`config.mk`:
```
export PLATFORM = sky130hd
export DESIGN_NAME = disjoint_interval_tracker_flat
export DESIGN_NICKNAME = d
export VERILOG_FILES = /design/src/rtl/dit_pkg.sv /design/src/rtl/dit_if.sv /design/src/rtl/dit_ram.sv /design/src/rtl/disjoint_interval_tracker.sv /design/src/flat_wrapper.sv
export VERILOG_INCLUDE_DIRS = /design/src /design/src/rtl
export SDC_FILE = /design/constraint.sdc
export NUM_CORES = 2
export LEC_CHECK = 0
export BUFFER_PORTS_ARGS = -buffer_cell sky130_fd_sc_hd__buf_2
export CORE_MARGIN = 2
export CORE_UTILIZATION = 31
export CTS_CLUSTER_SIZE = 8
export DETAILED_ROUTE_END_ITERATION = 10
export PLACE_DENSITY = 0.58
export RECOVER_POWER = 25
export SYNTH_ARGS = -nofsm -noshare
export SYNTH_HDL_FRONTEND = slang
export SYNTH_SLANG_ARGS = --single-unit
```
`constraint.sdc`:
```
create_clock -name clock -period 5.9 [get_ports clock]
set_input_delay 0.295 -clock clock [delete_from_list [all_inputs] [get_ports clock]]
set_output_delay 0.295 -clock clock [all_outputs]
set_load 0.02 [all_outputs]
```
`src/rtl/disjoint_interval_tracker_assert.svh`:
```
// ----------------------------------------------------------------------------
// Disjoint interval tracker assertion macros
// Concurrent assertion wrappers that compile away when SYNTH is defined.
// ----------------------------------------------------------------------------
`ifndef DISJOINT_INTERVAL_TRACKER_ASSERT_SVH
`define DISJOINT_INTERVAL_TRACKER_ASSERT_SVH

`ifndef SYNTH
// Same-cycle implication.
`define DIT_ASSERT_IMPLY(label, clk, rst, ante, cons) \
   label: assert property (@(posedge clk) disable iff (rst) (ante) |-> (cons)) \
      else $error("disjoint_interval_tracker: assertion failed");
// Next-cycle implication.
`define DIT_ASSERT_NEXT(label, clk, rst, ante, cons) \
   label: assert property (@(posedge clk) disable iff (rst) (ante) |=> (cons)) \
      else $error("disjoint_interval_tracker: assertion failed");
`else
`define DIT_ASSERT_IMPLY(label, clk, rst, ante, cons)
`define DIT_ASSERT_NEXT(label, clk, rst, ante, cons)
`endif

`endif

```
`src/rtl/dit_pkg.sv`:
```
// ----------------------------------------------------------------------------
// Disjoint interval tracker package
// Field widths, word types, status codes and sequencer states.
// ----------------------------------------------------------------------------
package dit_pkg;

   localparam int ValueW  = 16;
   localparam int StatusW = 3;
   localparam int CountW  = 6;

   typedef logic [ValueW-1:0] value_type;
   typedef logic [CountW-1:0] count_type;

   typedef enum logic {
      OP_ADD  = 1'b0,
      OP_DUMP = 1'b1
   } op_type;

   typedef enum logic [StatusW-1:0] {
      ST_NEW      = 3'd0,
      ST_EXTEND   = 3'd1,
      ST_BRIDGE   = 3'd2,
      ST_COVERED  = 3'd3,
      ST_FULL     = 3'd4,
      ST_INTERVAL = 3'd5,
      ST_EMPTY    = 3'd6
   } status_type;

   typedef enum logic [2:0] {
      S_IDLE,
      S_SCAN,
      S_DECIDE,
      S_SHIFT_UP,
      S_INSERT,
      S_SHIFT_DN,
      S_EMIT,
      S_DUMP
   } state_type;

endpackage

```
`src/rtl/dit_if.sv`:
```
// ----------------------------------------------------------------------------
// Disjoint interval tracker channels
// Valid/ready interfaces for the request and response words.
// ----------------------------------------------------------------------------
interface dit_req_if;
   import dit_pkg::*;

   logic      valid;
   logic      ready;
   op_type    operation;
   value_type value;

   modport source (output valid, output operation, output value, input ready);
   modport sink   (input valid, input operation, input value, output ready);
endinterface

interface dit_rsp_if;
   import dit_pkg::*;

   logic       valid;
   logic       ready;
   status_type status;
   value_type  interval_start;
   value_type  interval_end;
   count_type  interval_count;
   logic       last;

   modport source (output valid, output status, output interval_start,
                   output interval_end, output interval_count, output last,
                   input ready);
   modport sink   (input valid, input status, input interval_start,
                   input interval_end, input interval_count, input last,
                   output ready);
endinterface

```
`src/rtl/dit_ram.sv`:
```
// ----------------------------------------------------------------------------
// Generic RAM
// One write port and one read port with enable and registered read data.
// ----------------------------------------------------------------------------
module dit_ram #(
   parameter int WIDTH = 32,
   parameter int DEPTH = 32
) (
   input  logic                     clock,
   input  logic                     wr_en,
   input  logic [$clog2(DEPTH)-1:0] wr_addr,
   input  logic [WIDTH-1:0]         wr_data,
   input  logic                     rd_en,
   input  logic [$clog2(DEPTH)-1:0] rd_addr,
   output logic [WIDTH-1:0]         rd_data
);

   logic [WIDTH-1:0] mem_ff [DEPTH];
   logic [WIDTH-1:0] rd_data_ff;

   // Write port.
   always_ff @(posedge clock) begin
      if (wr_en) begin
         mem_ff[wr_addr] <= wr_data;
      end
   end

   // Read port; data holds while the enable is low.
   always_ff @(posedge clock) begin
      if (rd_en) begin
         rd_data_ff <= mem_ff[rd_addr];
      end
   end

   assign rd_data = rd_data_ff;

endmodule

```
`src/rtl/disjoint_interval_tracker.sv`:
```
// ----------------------------------------------------------------------------
// Disjoint interval tracker
// Sorted table of disjoint closed intervals with add-and-merge and dump.
// ----------------------------------------------------------------------------
//  Channel  | Direction | Words per item         | Payload
//  req_ch   | in        | 1                      | operation, value
//  rsp_ch   | out       | 1 per add, N per dump  | status, interval_start/end,
//           |           | (1 when table empty)   | interval_count, last
//
// An add with N stored intervals scans until it meets a larger start or runs
// past the end. It then takes a decide step, a shift step for each entry
// moved by an insert or merge, an insert write after an upward move, and a
// response step. This pace is set by the table RAM, which gives one read and
// one write a cycle, and by the single comparator that walks the table.
// A dump gives one word a cycle while the output is taken.
// Reset is synchronous; it clears the interval count, the sequencer and the
// response valid only.
// A stalled response holds the sequencer in its emit or dump state and holds
// the output register; a new request is taken as soon as the sequencer is idle again.
// ----------------------------------------------------------------------------
`include "disjoint_interval_tracker_assert.svh"

module disjoint_interval_tracker #(
   parameter int CAPACITY = 32
) (
   input  logic        clock,
   input  logic        reset,
   dit_req_if.sink     req_ch,
   dit_rsp_if.source   rsp_ch
);
   import dit_pkg::*;

   localparam int AddrBits  = $clog2(CAPACITY);
   localparam int CntBits   = $clog2(CAPACITY + 1);
   localparam int EntryBits = 2 * ValueW;
   localparam logic [CntBits-1:0] CntOne  = CntBits'(1);
   localparam logic [CntBits-1:0] CntCap  = CntBits'(CAPACITY);
   localparam logic [ValueW:0]    WideOne = (ValueW + 1)'(1);
   localparam logic [ValueW-1:0]  ValZero = '0;

   // Sequencer and table bookkeeping.
   state_type             state_ff, state_in;
   logic [CntBits-1:0]    count_ff, count_in;
   logic [CntBits-1:0]    idx_ff, idx_in;
   logic [CntBits-1:0]    pos_ff, pos_in;
   logic [ValueW-1:0]     v_ff, v_in;
   logic [ValueW-1:0]     prev_start_ff, prev_start_in;
   logic [ValueW-1:0]     prev_end_ff, prev_end_in;
   logic [ValueW-1:0]     cur_start_ff, cur_start_in;
   logic [ValueW-1:0]     cur_end_ff, cur_end_in;

   // Pending add result.
   status_type            res_status_ff, res_status_in;
   logic [ValueW-1:0]     res_start_ff, res_start_in;
   logic [ValueW-1:0]     res_end_ff, res_end_in;

   // Output register.
   logic                  rsp_valid_ff, rsp_valid_in;
   status_type            rsp_status_ff, rsp_status_in;
   value_type             rsp_start_ff, rsp_start_in;
   value_type             rsp_end_ff, rsp_end_in;
   count_type             rsp_count_ff, rsp_count_in;
   logic                  rsp_last_ff, rsp_last_in;

   // Table RAM port signals.
   logic                  ram_wr_en, ram_rd_en;
   logic [AddrBits-1:0]   ram_wr_addr, ram_rd_addr;
   logic [EntryBits-1:0]  ram_wr_data, ram_rd_data;
   logic [ValueW-1:0]     q_start, q_end;

   // Emit path.
   logic                  emit;
   status_type            emit_status;
   logic [ValueW-1:0]     emit_start, emit_end;
   logic                  emit_last;
   logic                  out_free;

   // Decision terms.
   logic                  req_fire;
   logic [ValueW-1:0]     req_v;
   logic [CntBits-1:0]    idx_inc, idx_dec, pos_inc, pos_dec, count_inc, count_dec;
   logic                  scan_above, scan_at_end, dump_last;
   logic                  has_prev, has_cur, covered, touch_left, touch_right, is_full;
   logic [ValueW:0]       prev_end_wide_inc, v_wide_inc;

   // Assertion terms.
   logic                  rsp_is_empty, rsp_empty_ok, drop_now;

   dit_ram #(
      .WIDTH (EntryBits),
      .DEPTH (CAPACITY)
   ) u_table (
      .clock   (clock),
      .wr_en   (ram_wr_en),
      .wr_addr (ram_wr_addr),
      .wr_data (ram_wr_data),
      .rd_en   (ram_rd_en),
      .rd_addr (ram_rd_addr),
      .rd_data (ram_rd_data)
   );

   assign q_start = ram_rd_data[EntryBits-1:ValueW];
   assign q_end   = ram_rd_data[ValueW-1:0];

   // Handshake terms.
   assign req_ch.ready = (state_ff == S_IDLE);
   assign req_fire     = req_ch.valid && req_ch.ready;
   assign req_v        = req_ch.value;
   assign out_free     = !rsp_valid_ff || rsp_ch.ready;

   // Index arithmetic.
   assign idx_inc   = idx_ff + CntOne;
   assign idx_dec   = idx_ff - CntOne;
   assign pos_inc   = pos_ff + CntOne;
   assign pos_dec   = pos_ff - CntOne;
   assign count_inc = count_ff + CntOne;
   assign count_dec = count_ff - CntOne;

   // The scan comparator: walks the table one entry a cycle.
   assign scan_above  = (q_start > v_ff);
   assign scan_at_end = (idx_inc == count_ff);
   assign dump_last   = (idx_inc == count_ff);

   // Neighbor tests, compared one bit wider so the top value never wraps.
   assign has_prev          = (pos_ff != '0);
   assign has_cur           = (pos_ff != count_ff);
   assign prev_end_wide_inc = {1'b0, prev_end_ff} + WideOne;
   assign v_wide_inc        = {1'b0, v_ff} + WideOne;
   assign covered           = has_prev && (prev_end_ff >= v_ff);
   assign touch_left        = has_prev && (prev_end_wide_inc == {1'b0, v_ff});
   assign touch_right       = has_cur && ({1'b0, cur_start_ff} == v_wide_inc);
   assign is_full           = (count_ff == CntCap);

   // Next state.
   always_comb begin
      state_in = state_ff;
      unique case (state_ff)
         S_IDLE: begin
            if (req_fire) begin
               if (req_ch.operation == OP_DUMP) begin
                  state_in = (count_ff == '0) ? S_EMIT : S_DUMP;
               end else begin
                  state_in = (count_ff == '0) ? S_DECIDE : S_SCAN;
               end
            end
         end
         S_SCAN: begin
            if (scan_above || scan_at_end) begin
               state_in = S_DECIDE;
            end
         end
         S_DECIDE: begin
            if (covered) begin
               state_in = S_EMIT;
            end else if (touch_left && touch_right) begin
               state_in = (pos_inc < count_ff) ? S_SHIFT_DN : S_EMIT;
            end else if (touch_left || touch_right || is_full) begin
               state_in = S_EMIT;
            end else begin
               state_in = (pos_ff == count_ff) ? S_EMIT : S_SHIFT_UP;
            end
         end
         S_SHIFT_UP: begin
            if (idx_ff == pos_ff) begin
               state_in = S_INSERT;
            end
         end
         S_INSERT: begin
            state_in = S_EMIT;
         end
         S_SHIFT_DN: begin
            if (idx_ff == count_ff) begin
               state_in = S_EMIT;
            end
         end
         S_EMIT: begin
            if (out_free) begin
               state_in = S_IDLE;
            end
         end
         S_DUMP: begin
            if (out_free && dump_last) begin
               state_in = S_IDLE;
            end
         end
         default: state_in = S_IDLE;
      endcase
   end

   // Sequencer outputs: table accesses, bookkeeping and the emitted word.
   always_comb begin
      count_in      = count_ff;
      idx_in        = idx_ff;
      pos_in        = pos_ff;
      v_in          = v_ff;
      prev_start_in = prev_start_ff;
      prev_end_in   = prev_end_ff;
      cur_start_in  = cur_start_ff;
      cur_end_in    = cur_end_ff;
      res_status_in = res_status_ff;
      res_start_in  = res_start_ff;
      res_end_in    = res_end_ff;
      ram_wr_en     = 1'b0;
      ram_wr_addr   = '0;
      ram_wr_data   = '0;
      ram_rd_en     = 1'b0;
      ram_rd_addr   = '0;
      emit          = 1'b0;
      emit_status   = res_status_ff;
      emit_start    = res_start_ff;
      emit_end      = res_end_ff;
      emit_last     = 1'b1;

      unique case (state_ff)
         S_IDLE: begin
            if (req_fire) begin
               v_in   = req_v;
               idx_in = '0;
               pos_in = '0;
               if (req_ch.operation == OP_DUMP && count_ff == '0) begin
                  res_status_in = ST_EMPTY;
                  res_start_in  = ValZero;
                  res_end_in    = ValZero;
               end else if (count_ff != '0) begin
                  ram_rd_en = 1'b1;
               end
            end
         end
         S_SCAN: begin
            if (scan_above) begin
               pos_in       = idx_ff;
               cur_start_in = q_start;
               cur_end_in   = q_end;
            end else begin
               prev_start_in = q_start;
               prev_end_in   = q_end;
               if (scan_at_end) begin
                  pos_in = idx_inc;
               end else begin
                  ram_rd_en   = 1'b1;
                  ram_rd_addr = idx_inc[AddrBits-1:0];
                  idx_in      = idx_inc;
               end
            end
         end
         S_DECIDE: begin
            if (covered) begin
               res_status_in = ST_COVERED;
               res_start_in  = prev_start_ff;
               res_end_in    = prev_end_ff;
            end else if (touch_left && touch_right) begin
               // Bridge: the left neighbor absorbs the right one.
               ram_wr_en     = 1'b1;
               ram_wr_addr   = pos_dec[AddrBits-1:0];
               ram_wr_data   = {prev_start_ff, cur_end_ff};
               count_in      = count_dec;
               res_status_in = ST_BRIDGE;
               res_start_in  = prev_start_ff;
               res_end_in    = cur_end_ff;
               if (pos_inc < count_ff) begin
                  ram_rd_en   = 1'b1;
                  ram_rd_addr = pos_inc[AddrBits-1:0];
                  idx_in      = pos_inc;
               end
            end else if (touch_left) begin
               ram_wr_en     = 1'b1;
               ram_wr_addr   = pos_dec[AddrBits-1:0];
               ram_wr_data   = {prev_start_ff, v_ff};
               res_status_in = ST_EXTEND;
               res_start_in  = prev_start_ff;
               res_end_in    = v_ff;
            end else if (touch_right) begin
               ram_wr_en     = 1'b1;
               ram_wr_addr   = pos_ff[AddrBits-1:0];
               ram_wr_data   = {v_ff, cur_end_ff};
               res_status_in = ST_EXTEND;
               res_start_in  = v_ff;
               res_end_in    = cur_end_ff;
            end else if (is_full) begin
               res_status_in = ST_FULL;
               res_start_in  = ValZero;
               res_end_in    = ValZero;
            end else begin
               // New single interval; open a slot unless it goes at the end.
               count_in      = count_inc;
               res_status_in = ST_NEW;
               res_start_in  = v_ff;
               res_end_in    = v_ff;
               if (pos_ff == count_ff) begin
                  ram_wr_en   = 1'b1;
                  ram_wr_addr = pos_ff[AddrBits-1:0];
                  ram_wr_data = {v_ff, v_ff};
               end else begin
                  ram_rd_en   = 1'b1;
                  ram_rd_addr = count_dec[AddrBits-1:0];
                  idx_in      = count_dec;
               end
            end
         end
         S_SHIFT_UP: begin
            ram_wr_en   = 1'b1;
            ram_wr_addr = idx_inc[AddrBits-1:0];
            ram_wr_data = ram_rd_data;
            if (idx_ff != pos_ff) begin
               ram_rd_en   = 1'b1;
               ram_rd_addr = idx_dec[AddrBits-1:0];
               idx_in      = idx_dec;
            end
         end
         S_INSERT: begin
            ram_wr_en   = 1'b1;
            ram_wr_addr = pos_ff[AddrBits-1:0];
            ram_wr_data = {v_ff, v_ff};
         end
         S_SHIFT_DN: begin
            ram_wr_en   = 1'b1;
            ram_wr_addr = idx_dec[AddrBits-1:0];
            ram_wr_data = ram_rd_data;
            if (idx_ff != count_ff) begin
               ram_rd_en   = 1'b1;
               ram_rd_addr = idx_inc[AddrBits-1:0];
               idx_in      = idx_inc;
            end
         end
         S_EMIT: begin
            emit = 1'b1;
         end
         S_DUMP: begin
            emit        = 1'b1;
            emit_status = ST_INTERVAL;
            emit_start  = q_start;
            emit_end    = q_end;
            emit_last   = dump_last;
            if (out_free && !dump_last) begin
               ram_rd_en   = 1'b1;
               ram_rd_addr = idx_inc[AddrBits-1:0];
               idx_in      = idx_inc;
            end
         end
         default: begin
            emit = 1'b0;
         end
      endcase
   end

   // Output register load.
   always_comb begin
      rsp_status_in = rsp_status_ff;
      rsp_start_in  = rsp_start_ff;
      rsp_end_in    = rsp_end_ff;
      rsp_count_in  = rsp_count_ff;
      rsp_last_in   = rsp_last_ff;
      if (emit && out_free) begin
         rsp_valid_in  = 1'b1;
         rsp_status_in = emit_status;
         rsp_start_in  = emit_start;
         rsp_end_in    = emit_end;
         rsp_count_in  = CountW'(count_ff);
         rsp_last_in   = emit_last;
      end else if (rsp_ch.ready) begin
         rsp_valid_in = 1'b0;
      end else begin
         rsp_valid_in = rsp_valid_ff;
      end
   end

   // Control registers.
   always_ff @(posedge clock) begin
      if (reset) begin
         state_ff     <= S_IDLE;
         count_ff     <= '0;
         rsp_valid_ff <= 1'b0;
      end else begin
         state_ff     <= state_in;
         count_ff     <= count_in;
         rsp_valid_ff <= rsp_valid_in;
      end
   end

   // Payload registers.
   always_ff @(posedge clock) begin
      idx_ff        <= idx_in;
      pos_ff        <= pos_in;
      v_ff          <= v_in;
      prev_start_ff <= prev_start_in;
      prev_end_ff   <= prev_end_in;
      cur_start_ff  <= cur_start_in;
      cur_end_ff    <= cur_end_in;
      res_status_ff <= res_status_in;
      res_start_ff  <= res_start_in;
      res_end_ff    <= res_end_in;
      rsp_status_ff <= rsp_status_in;
      rsp_start_ff  <= rsp_start_in;
      rsp_end_ff    <= rsp_end_in;
      rsp_count_ff  <= rsp_count_in;
      rsp_last_ff   <= rsp_last_in;
   end

   assign rsp_ch.valid          = rsp_valid_ff;
   assign rsp_ch.status         = rsp_status_ff;
   assign rsp_ch.interval_start = rsp_start_ff;
   assign rsp_ch.interval_end   = rsp_end_ff;
   assign rsp_ch.interval_count = rsp_count_ff;
   assign rsp_ch.last           = rsp_last_ff;

   // Terms that the checks below look at.
   assign rsp_is_empty = rsp_valid_ff && (rsp_status_ff == ST_EMPTY);
   assign rsp_empty_ok = (rsp_count_ff == '0) && rsp_last_ff;
   assign drop_now     = (state_ff == S_DECIDE) && (res_status_in == ST_FULL);

   // The table never holds more intervals than it has room for.
   `DIT_ASSERT_IMPLY(a_count_bound, clock, reset, 1'b1, count_ff <= CntCap)
   // The interval count only moves on a decision cycle.
   `DIT_ASSERT_IMPLY(a_count_on_decide, clock, reset, count_in != count_ff, state_ff == S_DECIDE)
   // An empty-table word reports no intervals and closes its dump.
   `DIT_ASSERT_IMPLY(a_empty_word, clock, reset, rsp_is_empty, rsp_empty_ok)
   // A dropped value only happens with the table full, and leaves it full.
   `DIT_ASSERT_NEXT(a_full_drop, clock, reset, drop_now, count_ff == CntCap)

endmodule

```
`src/flat_wrapper.sv`:
```
// flat-port wrapper written by rule: the top's interface ports become plain ports
module disjoint_interval_tracker_flat import dit_pkg::*;
#(
   parameter int CAPACITY = 32
)
  (clock, reset, req_ch_valid, req_ch_operation, req_ch_value, req_ch_ready, rsp_ch_valid, rsp_ch_status, rsp_ch_interval_start, rsp_ch_interval_end, rsp_ch_interval_count, rsp_ch_last, rsp_ch_ready);
  dit_req_if req_ch_i ();
  dit_rsp_if rsp_ch_i ();
  input  logic clock;
  input  logic reset;
  input wire logic [$bits(req_ch_i.valid)-1:0] req_ch_valid;
  input wire logic [$bits(req_ch_i.operation)-1:0] req_ch_operation;
  input wire logic [$bits(req_ch_i.value)-1:0] req_ch_value;
  output wire logic [$bits(req_ch_i.ready)-1:0] req_ch_ready;
  output wire logic [$bits(rsp_ch_i.valid)-1:0] rsp_ch_valid;
  output wire logic [$bits(rsp_ch_i.status)-1:0] rsp_ch_status;
  output wire logic [$bits(rsp_ch_i.interval_start)-1:0] rsp_ch_interval_start;
  output wire logic [$bits(rsp_ch_i.interval_end)-1:0] rsp_ch_interval_end;
  output wire logic [$bits(rsp_ch_i.interval_count)-1:0] rsp_ch_interval_count;
  output wire logic [$bits(rsp_ch_i.last)-1:0] rsp_ch_last;
  input wire logic [$bits(rsp_ch_i.ready)-1:0] rsp_ch_ready;
  assign req_ch_i.valid = req_ch_valid;
  assign req_ch_i.operation = req_ch_operation;
  assign req_ch_i.value = req_ch_value;
  assign req_ch_ready = req_ch_i.ready;
  assign rsp_ch_valid = rsp_ch_i.valid;
  assign rsp_ch_status = rsp_ch_i.status;
  assign rsp_ch_interval_start = rsp_ch_i.interval_start;
  assign rsp_ch_interval_end = rsp_ch_i.interval_end;
  assign rsp_ch_interval_count = rsp_ch_i.interval_count;
  assign rsp_ch_last = rsp_ch_i.last;
  assign rsp_ch_i.ready = rsp_ch_ready;
  disjoint_interval_tracker #(.CAPACITY(CAPACITY)) u_core (.clock(clock), .reset(reset), .req_ch(req_ch_i), .rsp_ch(rsp_ch_i));
endmodule
```
======== After elaboration in Yosys (flattened, before gate mapping) ========
Memories as Yosys holds them, arrays and structs flattened. A register that Yosys moved wholly into a read port is not among the register bits.
Index checks and enable logic that the tools add are counted.
cells by class
  add/subtract/negate cells ............... 8
  $lt $le $gt $ge ......................... 3
  equal/unequal tests ..................... 39
  muxes and demuxes ....................... 114
  bitwise logic cells ..................... 2
  reductions and logical operators ........ 34
operators by type and width
  operator                                                         count
  16-bit two-way mux                                               13
  32-bit two-way mux                                               6
  6-bit two-way mux                                                19
  32-bit case mux with 3 select lines                              1
  5-bit two-way mux                                                18
  16-bit case mux with 2 select lines                              2
  3-bit two-way mux                                                18
  6-bit case mux with 6 select lines                               1
  16-bit by 1-bit adder with 17-bit output, second input constant  2
  1-bit two-way mux                                                27
  5-bit case mux with 5 select lines                               1
  6-bit equality test                                              4
  3-bit case mux with 8 select lines                               1
  5-bit case mux with 4 select lines                               1
  6-bit by 1-bit adder with 6-bit output, second input constant    3
  6-bit != test                                                    3
  6-bit nonzero test                                               3
  16-bit by 17-bit equality test with 1-bit output                 1
  17-bit by 16-bit equality test with 1-bit output                 1
  16-bit greater-or-equal comparator                               1
  16-bit greater-than comparator                                   1
  2-bit by 1-bit != test with 1-bit output, second input constant  8
  2-bit != test, second input constant                             8
  13-bit AND reduction                                             1
  28 further kinds                                                 56
word-level totals
  register bits ........................... 179
  bits in writable memories ............... 1,024
  input bits .............................. 21
  output and inout bits ................... 44
  word-level logic and storage cells ...... 219
  memories ................................ 1
memories
  memory                 words  width  rd ports  clocked after memory_dff  write ports  RTL line       RTL
  u_core.u_table.mem_ff  32     32     1         1                         1            dit_ram.sv:18  logic [WIDTH-1:0] mem_ff [DEPTH];

======== Depth between registers and ports, before layout ========
  depth in word-level cells ............... 10
  gate-level depth with buffers ........... 25
  mapped depth without buffers ............ 19

======== Modules after synthesis ========
A second synthesis with hierarchy kept.
unflattened totals
  cell total of the unflattened synthesis .. 3,405
  area total of the unflattened synthesis .. 52,057.4 µm²
by module, submodules not included
  module                     instances  cells an instance  area each (µm²)  seq. area each (µm²)
  dit_ram                    1          2,260              40,812.9         31,710.4
  disjoint_interval_tracker  1          1,145              11,244.5         5,275.1

======== Worst setup path before layout ========
OpenSTA, ideal clock, no wires.
  kind .................................... reg2reg
  from .................................... register u_core.pos_ff[1]
  to ...................................... register u_core.u_table.rd_data_ff[0], in the netlist u_core.u_table.rd_data[0], read port of u_core.u_table.mem_ff (enable)
  setup time .............................. 0.470 ns
  data arrival time ....................... 5.379 ns
  required time ........................... 5.430 ns
  slack ................................... 0.051 ns
  stages on the path, launching flop included .. 17
  buffers on the path ..................... 3
  clock period less this slack ............ 5.849 ns
  cells stage by stage .................... edfxtp_1 clkbuf_1 inv_1 ha_1 or3b_1 or3_4 nand2_1 a2111oi_0 and4_1 buf_4 nand2_4 clkinv_2 ha_1 clkbuf_1 nor3_1 a21oi_1 o31ai_1
on the way
  cells in the longest elaborated chain, start to end .. 8
  elaborated cells between the ends (all ways) .. 28
  those cells by class .................... 1 x add/sub; 1 x order compare; 3 x eq/ne; 18 x mux; 5 x reduce/logical
ends and longest elaborated chain
  what                                                                                            RTL line                          RTL
  from (decl)                                                                                     disjoint_interval_tracker.sv:45   logic [CntBits-1:0] pos_ff, pos_in;
  from (signal assigned)                                                                          disjoint_interval_tracker.sv:383  pos_ff <= pos_in;
  parallel branches: the longest is 7 deep, another holds 6-bit by 1-bit adder with 6-bit output  --
  1-bit case mux with 6 select lines *                                                            disjoint_interval_tracker.sv:214  unique case (state_ff)
  named net u_core.ram_rd_en                                                                      disjoint_interval_tracker.sv:66   logic ram_wr_en, ram_rd_en;
  to (decl)                                                                                       dit_ram.sv:19                     logic [WIDTH-1:0] rd_data_ff;
Mark *: on every way through the listed nets, which the timed path passes.
A chain may end at the register's enable or synchronous reset.

======== Final worst setup path ========
  from .................................... register u_core.prev_end_ff[1]
  to ...................................... memory u_core.u_table.mem_ff[6][22] (enable)
on the way
  cells in the longest elaborated chain, start to end .. 9
  elaborated cells between the ends (all ways) .. 16
  those cells by class .................... 1 x add/sub; 1 x order compare; 1 x eq/ne; 10 x mux; 3 x reduce/logical
ends and longest elaborated chain
  what                                                    RTL line                                                            RTL
  from (decl)                                             disjoint_interval_tracker.sv:48                                     logic [ValueW-1:0] prev_end_ff, prev_end_in;
  from (signal assigned)                                  disjoint_interval_tracker.sv:386                                    prev_end_ff <= prev_end_in;
  16-bit by 1-bit adder with 17-bit output                disjoint_interval_tracker.sv:127                                    assign prev_end_wide_inc = {1'b0, prev_end_ff} + WideOne;
  17-bit by 16-bit equality test with 1-bit output        disjoint_interval_tracker.sv:130                                    assign touch_left = has_prev && (prev_end_wide_inc == {1'b0, v_ff});
  1-bit logical AND                                       disjoint_interval_tracker.sv:130
  1-bit two-way mux or 1-bit logical AND (tied branches)  disjoint_interval_tracker.sv:265, disjoint_interval_tracker.sv:251
  1-bit two-way mux                                       disjoint_interval_tracker.sv:251                                    end else if (touch_left && touch_right) begin
  1-bit two-way mux                                       disjoint_interval_tracker.sv:247                                    if (covered) begin
  1-bit case mux with 2 select lines                      disjoint_interval_tracker.sv:214
  1-bit two-way mux                                       dit_ram.sv:23                                                       if (wr_en) begin
  1-bit two-way mux (not written as such)                 dit_ram.sv:24                                                       mem_ff[wr_addr] <= wr_data;
  to (decl)                                               dit_ram.sv:18
Parallel ways exist; a longest one is shown, timed or not.

==> flow_summary.toml <==
[layout]
most-common-layout-cells = "1225 x sky130_fd_sc_hd__edfxtp_1, 785 x sky130_fd_sc_hd__nand2_1, 353 x sky130_fd_sc_hd__nand3_1, 175 x sky130_fd_sc_hd__clkbuf_16, 142 x sky130_fd_sc_hd__a31oi_1"
nets = 4095
post_layout_nonfiller_instances = 6244
layout.cells.most_common = "sky130_fd_sc_hd__edfxtp_1"
drive_gt1_share_pct = 12.50
utilization_pct = 36.86
antenna-diode-count = 0
syn_to_final_growth_pct = 17.88

[floorplan]
ioPinCount = 65
dieHeight_um = 412.4
die_width_um = 412.4
initial_core_util_pct = 31.27
floorplan.rows = 149
core-area_mm2 = 0.1654
fp.dieArea_mm2 = 0.1701

[synthesis]
yosys.area_share.simple_pct = 12.07
yosysSeqAreaShare_pct = 71.53
ys_warn_count = 0
synth.distinct_cells = 91
synth_enable_flop_cells = 1225
synth.avg_cell_area_um2 = 13.56
muxShareOfSynthArea_pct = 3.354
synth_fa_ha_area_share_pct = 1.186
postSynthNetCount = 3883
synth_top_family_by_area = "simple AND/OR/NAND/NOR gates"
netlist_instances = 3813
compound_cell_area_share_of_the_yosys_netlist_pct = 8.002
synthesis.area_mm2 = 0.05171
synth_flop_type = "sky130_fd_sc_hd__edfxtp_1"
ys_ff_latch = 1235
asyncSetResetFlopFracSynth_pct = 0
yosys.area_share.xor_xnor_pct = 1.253

[cts]
max-clock-path-buffers = 3
clock-sinks = 1235
clock_tree.root_cell = "sky130_fd_sc_hd__clkbuf_16"
cts_buffers = 172
clkSlewWorstSetupHoldPaths_ps = 50
cts_tree = "built"
insertion_delay_ps = 800
htree_num_levels = 4

[grt]
maximum_number_of_pins_on_one_net_before_global_route_repair = 83
global_route.usage.met3_pct = 3.910
grt_overflow_total = 0
grt_pass1_wl_um = 238200
grt.busiest_layer = "met2"
met2_layer_usage_reported_by_global_route_pct = 29.88
grt_util_all_layers_pct = 19.20
antenna_found_initial = 2
grt_pass1_vias = 33120
global_route.usage.met1_pct = 26.64

[pwr]
cellPowerDensity_mw_per_mm2 = 555.9
leakage_nw = 20.04
post-layout-total-power_w = 0.03389
vdd.ir_drop.worst_v = 0.0007292

[setup_path]
crit_family = "simple AND/OR/NAND/NOR gates"
cell_chain_critical_path = "ha_1, and2_1, nand4_1, xnor2_1, a2111oi_0, and4_1, nand2_4, clkinv_2, ha_1, buf_4, a221oi_2, a21o_1, a22o_1, a221oi_1, buf_4, nand3_1, nor2_4, buf_4"
slowest_stage = "sky130_fd_sc_hd__buf_4"
timing.critical_path.arrival_ps = 6050
cp_required_ps = 6320
timing_worst_setup_path_type = "register to register"
critPathBufInv = 4
critical_path.startpoint_type = "register"
endpoint_kind = "register"
path_common_cell = "sky130_fd_sc_hd__buf_4"
crit_path_max_incr_delay_ps = 570
crit_path_max_fanout = 22
timing.reg2reg.setup_slack_ps = 270

[sta]
finalHoldViolCount = 0
clk_skew_ps = 45.03
clock.fmax_ghz = 0.1775
finalSetupViolCount = 0
min_period_ps = 5634
final.period_utilization_pct = 95.50
drv_slew = 276
worst_slew_pin_slew_ps = 2408
relative_slew_margins_pct = -60.51

[flow_run]
maxCapViolCount = 8

[status]
outcome = "finished with violations"
violations = "max-capacitance violations, max-slew violations"

[routing]
route.detailed.vias_per_inst = 5.518
drtAntennaViolNets = 0
wirelength_um = 166500
detail_route.wl_per_cell_um = 26.67
detail_route.drc_violations = 0
drt_pass1_iterations = 7
drt_iter0_markers = 4808
via_count = 34450

[place]
port_buffers = 64
detailedPlacementHpwl_um = 93290
finalWeightedCongestion = 0.9398
numPlacedInstances = 6011

[worst_hold_path]
worstHoldPathType = "input pin to register"
-- what timing repair did --
action | 4_1_cts | 5_1_grt
buffers inserted | 0 | 9
endpoints found under the hold margin | 26 | 0
hold buffers | 19 | 0
resized for setup | 0 | 5
endpoints found under the setup margin | 0 | 250
-- cell type report --
type	instances	area, µm²
Fill cell	15560	104400
Sequential cell	1235	36990
Multi-Input combinational cell	2279	13820
Clock buffer	190	4414
Tap cell	2189	2739
Timing Repair Buffer	291	2565
Clock inverter	14	256.5
Inverter	46	173.9
-- cells in the mapped netlist (all sizes together), types with 6 or more instances --
library cell | instances | share of area, %
a31oi | 142 | 1.7
nor2b | 16 | 0.19
a21o | 12 | 0.17
and2 | 8 | 0.097
a22oi | 41 | 0.60
nor2 | 104 | 0.76
mux2 | 34 | 0.74
a221oi | 17 | 0.30
nor4 | 42 | 0.51
buf | 123 | 1.3
dfxtp | 10 | 0.39
a21oi | 59 | 0.59
a32oi | 129 | 2.2
xor2 | 23 | 0.39
clkbuf | 130 | 0.94
ha | 49 | 1.2
edfxtp | 1225 | 71
nand2 | 789 | 5.7
or3 | 10 | 0.13
mux2i | 135 | 2.6
a211oi | 17 | 0.25
nand4 | 16 | 0.21
inv | 44 | 0.32
nor3 | 36 | 0.36
a222oi | 16 | 0.31
o21ai | 63 | 0.62
a22o | 6 | 0.10
nand3 | 355 | 3.5
and3 | 9 | 0.11
nand2b | 9 | 0.11
xnor2 | 51 | 0.86
-- metal layers --
metal  wire, µm  vias up
li1           -    14920
met1      68820    17310
met2      75440     1911
met3      16850      309
met4       5401        0
met5          0        -
-- report_power, final --
group / switching (W) / internal [W]
clock: 0.00357 / 0.00523
combinational: 0.00877 / 0.00381
sequential: 0.000824 / 0.0117
-- metrics by stage --
step / setup slack (ps) / instance area, µm² / hold slack (ps) / TNS, ps
after global placement: 244.3 / 56160 / 475.0 / 0
final: 265.6 / 60960 / 217.4 / 0
after floorplan: 50.88 / 51710 / 393.9 / 0
after CTS: 25.77 / 61020 / 100.7 / 0
after global routing: -74.59 / 60960 / 216.7 / -3639
after detailed placement: 100.7 / 56160 / 474.0 / 0
-- flip-flops by register name, summed over array words and instances, names as in the netlist --
| signal | cells |
|---|---|
| u_core.u_table.mem_ff | 1024 |
| u_core.u_table.rd_data | 32 |
| u_core.cur_end_ff | 16 |
| u_core.cur_start_ff | 16 |
| u_core.prev_end_ff | 16 |
| u_core.prev_start_ff | 16 |
| u_core.res_end_ff | 16 |
| u_core.res_start_ff | 16 |
| u_core.rsp_ch.interval_end | 16 |
| u_core.rsp_ch.interval_start | 16 |
| u_core.v_ff | 16 |
| u_core.count_ff | 6 |
| u_core.idx_ff | 6 |
| u_core.pos_ff | 6 |
| u_core.rsp_ch.interval_count | 6 |
| u_core.res_status_ff | 3 |
| u_core.rsp_ch.status | 3 |
| u_core.state_ff | 3 |
| u_core.rsp_ch.last | 1 |
| u_core.rsp_ch.valid | 1 |
-- kinds of logic (layout without fill, tap and decap cells) --
family          Yosys count  count (layout)
compound gates          568             568
xor+xnor                 74              74
fa+ha+maj                49              49
buf+inv                 299             541
flops                  1235            1235
mux                     169             169
simple gates           1419            1419
-- final timing paths --
path	from	cells past startpoint	to
max	u_core.prev_end_ff[1]$_DFFE_PP_	18	u_core.u_table.mem_ff[6][22]$_DFFE_PP_
min	req_ch_value[4]	2	u_core.v_ff[4]$_DFFE_PP_
max reg2reg	u_core.prev_end_ff[1]$_DFFE_PP_	18	u_core.u_table.mem_ff[6][22]$_DFFE_PP_
min reg2reg	u_core.res_status_ff[2]$_SDFFCE_PN1P_	1	u_core.rsp_ch.status[2]$_SDFFCE_PP1P_
Note: power is estimated with default switching activity, not from simulation.
